`config.mk`:
```
export PLATFORM = sky130hd
export DESIGN_NAME = byte_trace_text_formatter
export DESIGN_NICKNAME = d
export VERILOG_FILES = /design/src/rtl/core/btf_pkg.sv /design/src/rtl/core/btf_format.sv /design/src/rtl/core/btf_serializer.sv /design/src/rtl/core/byte_trace_text_formatter.sv
export VERILOG_INCLUDE_DIRS = /design/src /design/src/rtl/core
export SDC_FILE = /design/constraint.sdc
export NUM_CORES = 1
export LEC_CHECK = 0
export BUFFER_PORTS_ARGS = -buffer_cell sky130_fd_sc_hd__buf_2
export CAP_MARGIN = 20
export CORE_ASPECT_RATIO = 1.75
export CORE_UTILIZATION = 50
export CTS_BUF_LIST = sky130_fd_sc_hd__clkbuf_8
export CTS_CLUSTER_DIAMETER = 120
export CTS_CLUSTER_SIZE = 28
export DETAILED_ROUTE_END_ITERATION = 8
export PLACE_DENSITY = 0.67
export SETUP_SLACK_MARGIN = 0.05
export SLEW_MARGIN = 20
export SYNTH_ARGS = -nofsm -noshare
export SYNTH_HDL_FRONTEND = slang
export SYNTH_SLANG_ARGS = --single-unit
export TNS_END_PERCENT = 50
```
`constraint.sdc`:
```
create_clock -name clk -period 21.2 [get_ports clk]
set_clock_uncertainty 0.15 [all_clocks]
set_input_delay 2.12 -clock clk [delete_from_list [all_inputs] [get_ports clk]]
set_output_delay 2.12 -clock clk [all_outputs]
set_load 0.02 [all_outputs]
```
`src/rtl/core/assert_macros.svh`:
```
// Assertion macros used by the byte trace formatter RTL.
`ifndef ASSERT_MACROS_SVH
`define ASSERT_MACROS_SVH
`ifndef SYNTH
// Property must hold at every clock edge outside reset.
`define ASSERT_ALWAYS(name, clk, rst_n, prop, msg) \
	name: assert property (@(posedge clk) disable iff (!(rst_n)) (prop)) else $error(msg);
// Condition must never be seen at a clock edge outside reset.
`define ASSERT_NEVER(name, clk, rst_n, cond, msg) \
	name: assert property (@(posedge clk) disable iff (!(rst_n)) !(cond)) else $error(msg);
`else
`define ASSERT_ALWAYS(name, clk, rst_n, prop, msg)
`define ASSERT_NEVER(name, clk, rst_n, cond, msg)
`endif
`endif

```
`src/rtl/core/btf_pkg.sv`:
```
// Shared types, character codes and helper functions of the byte trace formatter.
package btf_pkg;

	localparam int unsigned MaxChars = 12;
	localparam int unsigned BodyChars = 9;
	localparam int unsigned CharW = 7;
	localparam int unsigned CntW = 4;
	localparam int unsigned LineCntW = 5;

	localparam logic [1:0] CfgNumberBase = 2'd0;
	localparam logic [1:0] CfgLineWrap = 2'd1;

	localparam logic [CharW-1:0] ChLf = 7'h0A;
	localparam logic [CharW-1:0] ChCr = 7'h0D;
	localparam logic [CharW-1:0] ChGt = 7'h3E;
	localparam logic [CharW-1:0] ChLt = 7'h3C;
	localparam logic [CharW-1:0] ChSp = 7'h20;
	localparam logic [CharW-1:0] ChZero = 7'h30;
	localparam logic [CharW-1:0] ChOne = 7'h31;
	localparam logic [CharW-1:0] ChUpperA = 7'h41;

	typedef enum logic [1:0] {
		BASE_BIN = 2'd0,
		BASE_OCT = 2'd1,
		BASE_DEC = 2'd2,
		BASE_HEX = 2'd3
	} base_t;

	typedef enum logic [1:0] {
		DIR_TX = 2'd0,
		DIR_RX = 2'd1,
		DIR_NONE = 2'd2
	} shown_dir_t;

	typedef struct packed {
		logic [MaxChars-1:0][CharW-1:0] chars;
		logic [CntW-1:0] count;
	} fmt_line_t;

	function automatic logic [CharW-1:0] digit_char(input logic [3:0] d);
		logic [CharW-1:0] r;
		if (d < 4'd10) begin
			r = ChZero + {3'b000, d};
		end else begin
			r = ChUpperA + {3'b000, d} - 7'd10;
		end
		return r;
	endfunction

	function automatic logic [LineCntW-1:0] wrap_limit(input base_t b);
		logic [LineCntW-1:0] r;
		unique case (b)
			BASE_BIN: r = 5'd2;
			BASE_OCT: r = 5'd8;
			BASE_DEC: r = 5'd10;
			BASE_HEX: r = 5'd16;
			default: r = 5'd16;
		endcase
		return r;
	endfunction

endpackage

```
`src/rtl/core/btf_format.sv`:
```
// Formatter: turns one traced byte into its line of characters and tracks header state.
module btf_format (
	input  logic                   clk,
	input  logic                   arst_n,
	input  logic [7:0]             data_byte,
	input  logic                   direction,
	input  btf_pkg::base_t         number_base,
	input  logic                   line_wrap_enable,
	input  logic                   load,
	output btf_pkg::fmt_line_t     line
);

	btf_pkg::shown_dir_t shown_dir_q, shown_dir_next;
	logic [btf_pkg::LineCntW-1:0] bytes_q, bytes_next, bytes_inc;
	logic [btf_pkg::CharW-1:0] body [btf_pkg::BodyChars];
	logic [btf_pkg::CntW-1:0] body_len;
	btf_pkg::shown_dir_t dir_code;
	logic hdr;
	logic [1:0] hund;
	logic [7:0] rem_dec;
	logic [15:0] tens_prod;
	logic [3:0] tens, ones;
	logic [7:0] tens_x10;

	assign dir_code = direction ? btf_pkg::DIR_RX : btf_pkg::DIR_TX;
	assign hdr = (shown_dir_q != dir_code);

	// Decimal digits: hundreds by compare, tens by reciprocal multiply (x*205>>11).
	always_comb begin
		if (data_byte >= 8'd200) begin
			hund = 2'd2;
			rem_dec = data_byte - 8'd200;
		end else if (data_byte >= 8'd100) begin
			hund = 2'd1;
			rem_dec = data_byte - 8'd100;
		end else begin
			hund = 2'd0;
			rem_dec = data_byte;
		end
		tens_prod = {8'd0, rem_dec} * 16'd205;
		tens = tens_prod[14:11];
		tens_x10 = {1'b0, tens, 3'b000} + {3'b000, tens, 1'b0};
		ones = 4'(rem_dec - tens_x10);
	end

	always_comb begin
		for (int i = 0; i < btf_pkg::BodyChars; i++) begin
			body[i] = btf_pkg::ChSp;
		end
		unique case (number_base)
			btf_pkg::BASE_BIN: begin
				for (int i = 0; i < 8; i++) begin
					body[i+1] = data_byte[7-i] ? btf_pkg::ChOne : btf_pkg::ChZero;
				end
				body_len = 4'd9;
			end
			btf_pkg::BASE_OCT: begin
				body[1] = btf_pkg::digit_char({2'b00, data_byte[7:6]});
				body[2] = btf_pkg::digit_char({1'b0, data_byte[5:3]});
				body[3] = btf_pkg::digit_char({1'b0, data_byte[2:0]});
				body_len = 4'd4;
			end
			btf_pkg::BASE_DEC: begin
				// blank leading zeros, always print the ones digit
				body[1] = (hund == 2'd0) ? btf_pkg::ChSp : btf_pkg::digit_char({2'b00, hund});
				body[2] = (hund == 2'd0 && tens == 4'd0) ? btf_pkg::ChSp
					: btf_pkg::digit_char(tens);
				body[3] = btf_pkg::digit_char(ones);
				body_len = 4'd4;
			end
			btf_pkg::BASE_HEX: begin
				body[1] = btf_pkg::digit_char(data_byte[7:4]);
				body[2] = btf_pkg::digit_char(data_byte[3:0]);
				body_len = 4'd3;
			end
			default: begin
				body_len = 4'd3;
			end
		endcase
	end

	always_comb begin
		for (int i = 0; i < btf_pkg::MaxChars; i++) begin
			line.chars[i] = btf_pkg::ChSp;
		end
		if (hdr) begin
			line.chars[0] = btf_pkg::ChLf;
			line.chars[1] = btf_pkg::ChCr;
			line.chars[2] = direction ? btf_pkg::ChLt : btf_pkg::ChGt;
			for (int j = 0; j < btf_pkg::BodyChars; j++) begin
				line.chars[j+3] = body[j];
			end
			line.count = body_len + 4'd3;
		end else begin
			for (int j = 0; j < btf_pkg::BodyChars; j++) begin
				line.chars[j] = body[j];
			end
			line.count = body_len;
		end
	end

	// Header and per-line byte count after this byte.
	always_comb begin
		shown_dir_next = hdr ? dir_code : shown_dir_q;
		bytes_inc = bytes_q + 5'd1;
		bytes_next = bytes_q;
		if (line_wrap_enable) begin
			if (bytes_inc >= btf_pkg::wrap_limit(number_base)) begin
				shown_dir_next = btf_pkg::DIR_NONE;
				bytes_next = '0;
			end else begin
				bytes_next = bytes_inc;
			end
		end
	end

	always_ff @(posedge clk or negedge arst_n) begin
		if (!arst_n) begin
			shown_dir_q <= btf_pkg::DIR_NONE;
			bytes_q <= '0;
		end else if (load) begin
			shown_dir_q <= shown_dir_next;
			bytes_q <= bytes_next;
		end
	end

endmodule

```
`src/rtl/core/btf_serializer.sv`:
```
// Serializer: holds one formatted line and sends it out one character per cycle while out_ready allows.
`include "assert_macros.svh"
module btf_serializer (
	input  logic                   clk,
	input  logic                   arst_n,
	input  logic                   load,
	input  btf_pkg::fmt_line_t     line,
	output logic                   buf_free,
	output logic                   out_valid,
	input  logic                   out_ready,
	output logic [btf_pkg::CharW-1:0] char_code,
	output logic                   last
);

	logic [btf_pkg::MaxChars-1:0][btf_pkg::CharW-1:0] chars_q;
	logic [btf_pkg::CntW-1:0] rem_q;
	logic out_valid_q, last_q;
	logic [btf_pkg::CharW-1:0] char_q;
	logic pop;

	assign pop = (rem_q != '0) && (!out_valid_q || out_ready);
	assign buf_free = (rem_q == '0) || (pop && rem_q == 4'd1);

	always_ff @(posedge clk) begin
		if (load) begin
			chars_q <= line.chars;
		end else if (pop) begin
			chars_q <= {btf_pkg::ChSp, chars_q[btf_pkg::MaxChars-1:1]};
		end
	end

	always_ff @(posedge clk or negedge arst_n) begin
		if (!arst_n) begin
			rem_q <= '0;
			out_valid_q <= 1'b0;
		end else begin
			if (load) begin
				rem_q <= line.count;
			end else if (pop) begin
				rem_q <= rem_q - 4'd1;
			end
			if (pop) begin
				out_valid_q <= 1'b1;
			end else if (out_ready) begin
				out_valid_q <= 1'b0;
			end
		end
	end

	always_ff @(posedge clk) begin
		if (pop) begin
			char_q <= chars_q[0];
			last_q <= (rem_q == 4'd1);
		end
	end

	assign out_valid = out_valid_q;
	assign char_code = char_q;
	assign last = last_q;

	`ASSERT_NEVER(a_rem_range, clk, arst_n, rem_q > btf_pkg::CntW'(btf_pkg::MaxChars), "remaining count over line length")
	`ASSERT_ALWAYS(a_pop_fills_out, clk, arst_n, pop |=> out_valid_q, "popped character not in output register")
	`ASSERT_ALWAYS(a_last_frees, clk, arst_n, (pop && rem_q == 4'd1 && !load) |=> (rem_q == '0 && last_q), "final character did not free the line buffer")
	`ASSERT_ALWAYS(a_load_when_free, clk, arst_n, load |-> buf_free, "line loaded over undelivered characters")

endmodule

```
`src/rtl/core/byte_trace_text_formatter.sv`:
```
// Top level of the byte trace formatter: config registers, input stage, formatter, serializer.
//
//  channel | signals                                   | role
//  --------+-------------------------------------------+---------------------------------
//  in      | in_valid, in_ready, data_byte, direction  | one traced byte per transaction
//  out     | out_valid, out_ready, char_code, last     | one ASCII character per transaction
//  cfg     | cfg_valid, cfg_ready, cfg_index, cfg_data | register write, always ready
//
// Each byte yields 3 to 12 characters: a space plus 8/3/3/2 digits (binary, octal,
// decimal, hex), plus 3 when a newline/CR/marker header comes first. The line buffer
// drains one character per cycle while out is not stalled; the next byte is taken in the
// cycle its predecessor's final character leaves. The first character passes through the
// input stage, the line buffer and the output register. Reset clears all control state
// at once; no clearing pass. A stall on out holds the output register and then the line
// buffer, and in_ready drops once the input stage fills.
module byte_trace_text_formatter (
	input  logic                   clk,
	input  logic                   arst_n,
	// input channel
	input  logic                   in_valid,
	output logic                   in_ready,
	input  logic [7:0]             data_byte,
	input  logic                   direction,
	// output channel
	output logic                   out_valid,
	input  logic                   out_ready,
	output logic [btf_pkg::CharW-1:0] char_code,
	output logic                   last,
	// configuration channel
	input  logic                   cfg_valid,
	output logic                   cfg_ready,
	input  logic [1:0]             cfg_index,
	input  logic [1:0]             cfg_data
);

	btf_pkg::base_t number_base_q;
	logic line_wrap_enable_q;
	logic valid_s1;
	logic [7:0] data_byte_s1;
	logic direction_s1;
	logic buf_free;
	logic load;
	btf_pkg::fmt_line_t line;

	// Register writes land at once; the port never stalls.
	assign cfg_ready = 1'b1;

	always_ff @(posedge clk or negedge arst_n) begin
		if (!arst_n) begin
			number_base_q <= btf_pkg::BASE_HEX;
			line_wrap_enable_q <= 1'b1;
		end else if (cfg_valid) begin
			priority if (cfg_index == btf_pkg::CfgNumberBase) begin
				number_base_q <= btf_pkg::base_t'(cfg_data);
			end else if (cfg_index == btf_pkg::CfgLineWrap) begin
				line_wrap_enable_q <= cfg_data[0];
			end else begin
				// drop writes to unknown indexes
				line_wrap_enable_q <= line_wrap_enable_q;
			end
		end
	end

	// Input stage: advance into the line buffer as soon as it frees up.
	assign load = valid_s1 && buf_free;
	assign in_ready = !valid_s1 || load;

	always_ff @(posedge clk or negedge arst_n) begin
		if (!arst_n) begin
			valid_s1 <= 1'b0;
		end else if (in_ready) begin
			valid_s1 <= in_valid;
		end
	end

	always_ff @(posedge clk) begin
		if (in_valid && in_ready) begin
			data_byte_s1 <= data_byte;
			direction_s1 <= direction;
		end
	end

	// Format the held byte; header state updates when the line is loaded.
	btf_format u_format (
		.clk              (clk),
		.arst_n           (arst_n),
		.data_byte        (data_byte_s1),
		.direction        (direction_s1),
		.number_base      (number_base_q),
		.line_wrap_enable (line_wrap_enable_q),
		.load             (load),
		.line             (line)
	);

	// Drain the line one character per cycle, while out is not stalled, through the output register.
	btf_serializer u_serializer (
		.clk       (clk),
		.arst_n    (arst_n),
		.load      (load),
		.line      (line),
		.buf_free  (buf_free),
		.out_valid (out_valid),
		.out_ready (out_ready),
		.char_code (char_code),
		.last      (last)
	);

endmodule
```
==> results.md <==
- Synthesized area divided by synthesized cell count: 9.88 um2
- Number of failing hold endpoints at the final stage: 0
- DRC violation total after the first TritonRoute iteration: 232
- Die area: 13400 um2
- Number of optimization iterations in the first detailed-route pass: 5
- Post-detailed-placement half-perimeter wirelength: 11900 um
- Relative area change from synthesis to final layout: 7.21%
- Nets: 768
- Quantity of I/O buffers inserted on ports: 27
- Maximum achievable frequency: 117 MHz
- Initial cell density of the core: 0.515
- Crit path DAT: 8.47 ns
- Synthesized Nets: 751
- Data required time of the worst path: 21.15 ns
- Fillers: 1128
- Rows: 54
- Async S/R FF share, synth: 0.174
- Maximum single-stage delay on the critical path: 0.67 ns
- Sequential area share after synthesis: 0.417
- Crit path max fanout: 14
- Final estimated routing congestion in global placement: 0.930
- Pin count of the biggest net entering global routing: 65
- DRC violation count after routing: 0
- Total track usage: 0.249
- Number of register bits inferred by synthesis: 92
- Master of the slowest instance on the critical path: sky130_fd_sc_hd__edfxtp_1
- Total buffers and inverters traversed by the critical path: 5
- Mapped cell area: 6440 um2
- Worst setup path startpoint: data_byte_s1[3]$_DFFE_PP_
- Die boundary height: 152 um
- Final Max Slew Viols: 0
- Type of element capturing the critical path: register
- Number of instances on the worst hold path: 0
- Hold Buf Count CTS: 0
- Routed length per instance: 18.6 um
- Share of cells above drive strength 1: 0.0994
- H-tree level count: 3
- Residual overflow from global routing: 0
- TritonCTS clock tree: yes
- Post-synthesis cell count: 652
- Reg-to-reg slack, setup: 12.67 ns
- Number of antenna violations at the first check in global routing: 0
- Worst relative slew slack: 0.414
- Max capacitance violation total: 0
- Number of warnings reported in the yosys synthesis log: 0
- Pin slew with the least headroom to its limit: 0.856 ns
- CTS Buf Count: 9
- Setup bufs post-CTS: 0
- Register cell area after layout: 2690 um2
- Nature of the critical path startpoint: register
- Crit path top cell by count: sky130_fd_sc_hd__inv_1
- Family with the most delay on the worst path: adder cells
- Total area of multi-input combinational cells: 3410 um2
- Setup violators final: 0
- Post-cts sizing count: 0
- Clock-pin slew on the worst setup and hold paths: 0.10 ns
- Wire length of the first global-routing pass: 25400 um
- Number of flops mapped to enable cells by yosys: 76
- Outcome: finished, final reports clean
- Root Driver: sky130_fd_sc_hd__clkbuf_8
- Final Routed Wirelength: 15700 um
- Die extent in x: 87.8 um
- Most common flop cell mapped by yosys: sky130_fd_sc_hd__edfxtp_1
- Distinct cell type count of the synthesized netlist: 71
- Worst hold path startpoint: u_serializer.chars_q[4]$_SDFFCE_PP0P_
- Total number of clock tree sinks: 92
- Startpoint-to-endpoint class of the critical path: register to register
- Via count of the first global-routing pass: 4986
- R2r startpoint: data_byte_s1[3]$_DFFE_PP_
- Unrepaired setup endpoints after global routing: no
- I/O pin cnt: 29
- Worst-case hold path end point: u_serializer.char_code[4]$_DFFE_PP_
- Count of vias placed by the detailed router: 4999
- Post-route minimum period: 8.53 ns
- Hold crit path type: register to register
- Worst-case clock buffer depth: 2
- Final Cycle Share: 0.402
- Capturing point of the worst reg2reg path: u_serializer.chars_q[26]$_DFFE_PP_
- Clock Latency Late Sink: 0.37 ns
- Number of nets with antenna violations after routing: 0
- Vias per cell: 5.94
- Final antenna diode count: 0
- Total negative slack for setup checks: 0 ns
- Std-Cell Core Area: 12500 um2
- Count of cells along the worst register-to-register path: 31
## layout by cell type, fill, tap and decap left out, types with 7 or more instances in the layout
master,instances
sky130_fd_sc_hd__o21ai_0,43
sky130_fd_sc_hd__xnor2_1,20
sky130_fd_sc_hd__nand2_1,75
sky130_fd_sc_hd__o31ai_1,8
sky130_fd_sc_hd__a21oi_1,29
sky130_fd_sc_hd__dfrtp_1,12
sky130_fd_sc_hd__nand4_1,9
sky130_fd_sc_hd__nand2b_1,8
sky130_fd_sc_hd__a22o_1,11
sky130_fd_sc_hd__ha_1,70
sky130_fd_sc_hd__inv_1,59
sky130_fd_sc_hd__edfxtp_1,76
sky130_fd_sc_hd__buf_2,27
sky130_fd_sc_hd__a31oi_1,8
sky130_fd_sc_hd__nand3_1,18
sky130_fd_sc_hd__clkbuf_8,9
sky130_fd_sc_hd__buf_4,7
sky130_fd_sc_hd__and2_1,9
sky130_fd_sc_hd__nor3_1,13
sky130_fd_sc_hd__fa_1,11
sky130_fd_sc_hd__nor2_1,44
## synthesized netlist by cell type, types with 8 or more instances
cell | number | area share
sky130_fd_sc_hd__a21oi_1 | 29 | 0.023
sky130_fd_sc_hd__a22o_1 | 11 | 0.015
sky130_fd_sc_hd__a31oi_1 | 8 | 0.0078
sky130_fd_sc_hd__and2_1 | 9 | 0.0087
sky130_fd_sc_hd__clkbuf_1 | 20 | 0.012
sky130_fd_sc_hd__dfrtp_1 | 12 | 0.047
sky130_fd_sc_hd__edfxtp_1 | 76 | 0.35
sky130_fd_sc_hd__fa_1 | 11 | 0.034
sky130_fd_sc_hd__ha_1 | 70 | 0.14
sky130_fd_sc_hd__inv_1 | 59 | 0.034
sky130_fd_sc_hd__nand2_1 | 76 | 0.044
sky130_fd_sc_hd__nand2b_1 | 9 | 0.0087
sky130_fd_sc_hd__nand3_1 | 18 | 0.014
sky130_fd_sc_hd__nand4_1 | 9 | 0.0087
sky130_fd_sc_hd__nor2_1 | 44 | 0.026
sky130_fd_sc_hd__nor3_1 | 13 | 0.010
sky130_fd_sc_hd__o21ai_0 | 43 | 0.033
sky130_fd_sc_hd__o31ai_1 | 8 | 0.0093
sky130_fd_sc_hd__xnor2_1 | 20 | 0.027
## sequential cells by signal (all words and copies together), names as in the netlist, 2 cells and up
register,count
u_serializer.chars_q,59
data_byte_s1,8
u_serializer.char_code,7
u_format.bytes_q,5
u_serializer.rem_q,4
number_base_q,2
u_format.shown_dir_q,2
## worst reg2reg max path, delay by kind of cell (launching register included)
kind	cells	cell delay (ns)
and+or+nand+nor	5	1.02
DFF	1	0.67
AOI/OAI and AO/OA	11	2.51
buffers and inverters	5	0.48
adders and majority gates	7	2.74
muxes	1	0.27
xor gates and xnor gates	2	0.41
## per-layer routing
metal,track usage,part of all wire,routed length [um],vias to the layer above
met5,0,0,0,-
met4,0.150,0.059,930,0
met3,0.0272,0.027,425,48
met2,0.452,0.54,8530,141
met1,0.265,0.37,5810,2433
li1,-,-,-,2377
## worst max path at each step
| stage | to | depth (start not counted) |
|---|---|---|
| after global placement | u_serializer.chars_q[26]$_DFFE_PP_ | 31 |
| after global routing | u_serializer.chars_q[26]$_DFFE_PP_ | 30 |
| final | u_serializer.chars_q[26]$_DFFE_PP_ | 31 |
| after floorplan | u_serializer.chars_q[26]$_DFFE_PP_ | 32 |
| after CTS | u_serializer.chars_q[26]$_DFFE_PP_ | 31 |
| after detailed placement | u_serializer.chars_q[26]$_DFFE_PP_ | 31 |
## cell type report
| class | instances | share of cell area |
|---|---|---|
| repair buffers | 34 | 0.0272 |
| clock buffers | 9 | 0.0179 |
| well taps | 168 | 0.0305 |
| inverters | 60 | 0.0326 |
| clock inverters | 7 | 0.00852 |
| multi-input cells | 472 | 0.494 |
| flip-flops and latches | 92 | 0.389 |
## logic make-up (layout without fill, tap and decap cells)
logic type                 after synthesis  count (layout)  synth area share
AOI/OAI and AO/OA                      155             155             0.163
adders and majority gates               81              81             0.170
buffers and inverters                   88             110            0.0538
and+or+nand+nor                        203             203             0.149
DFF                                     92              92             0.417
xor gates and xnor gates                24              24            0.0326
other                                    1               1          0.000582
muxes                                    8               8            0.0132
## metrics by stage
step	hold WS, ns	worst slack, ns	cells	instance area [um2]	utilization
5_1_grt	0.290	12.08	842	6900	0.552
6_report	0.281	12.67	842	6900	0.552
2_1_floorplan	0.250	13.75	652	6440	-
3_5_place_dp	0.260	12.82	826	6720	0.538
3_3_place_gp	0.257	13.12	826	6720	0.538
4_1_cts	0.285	12.75	842	6900	0.552
Power is not shown: default switching activity piles up to over one toggle a cycle in this logic, so the estimate is an artifact.
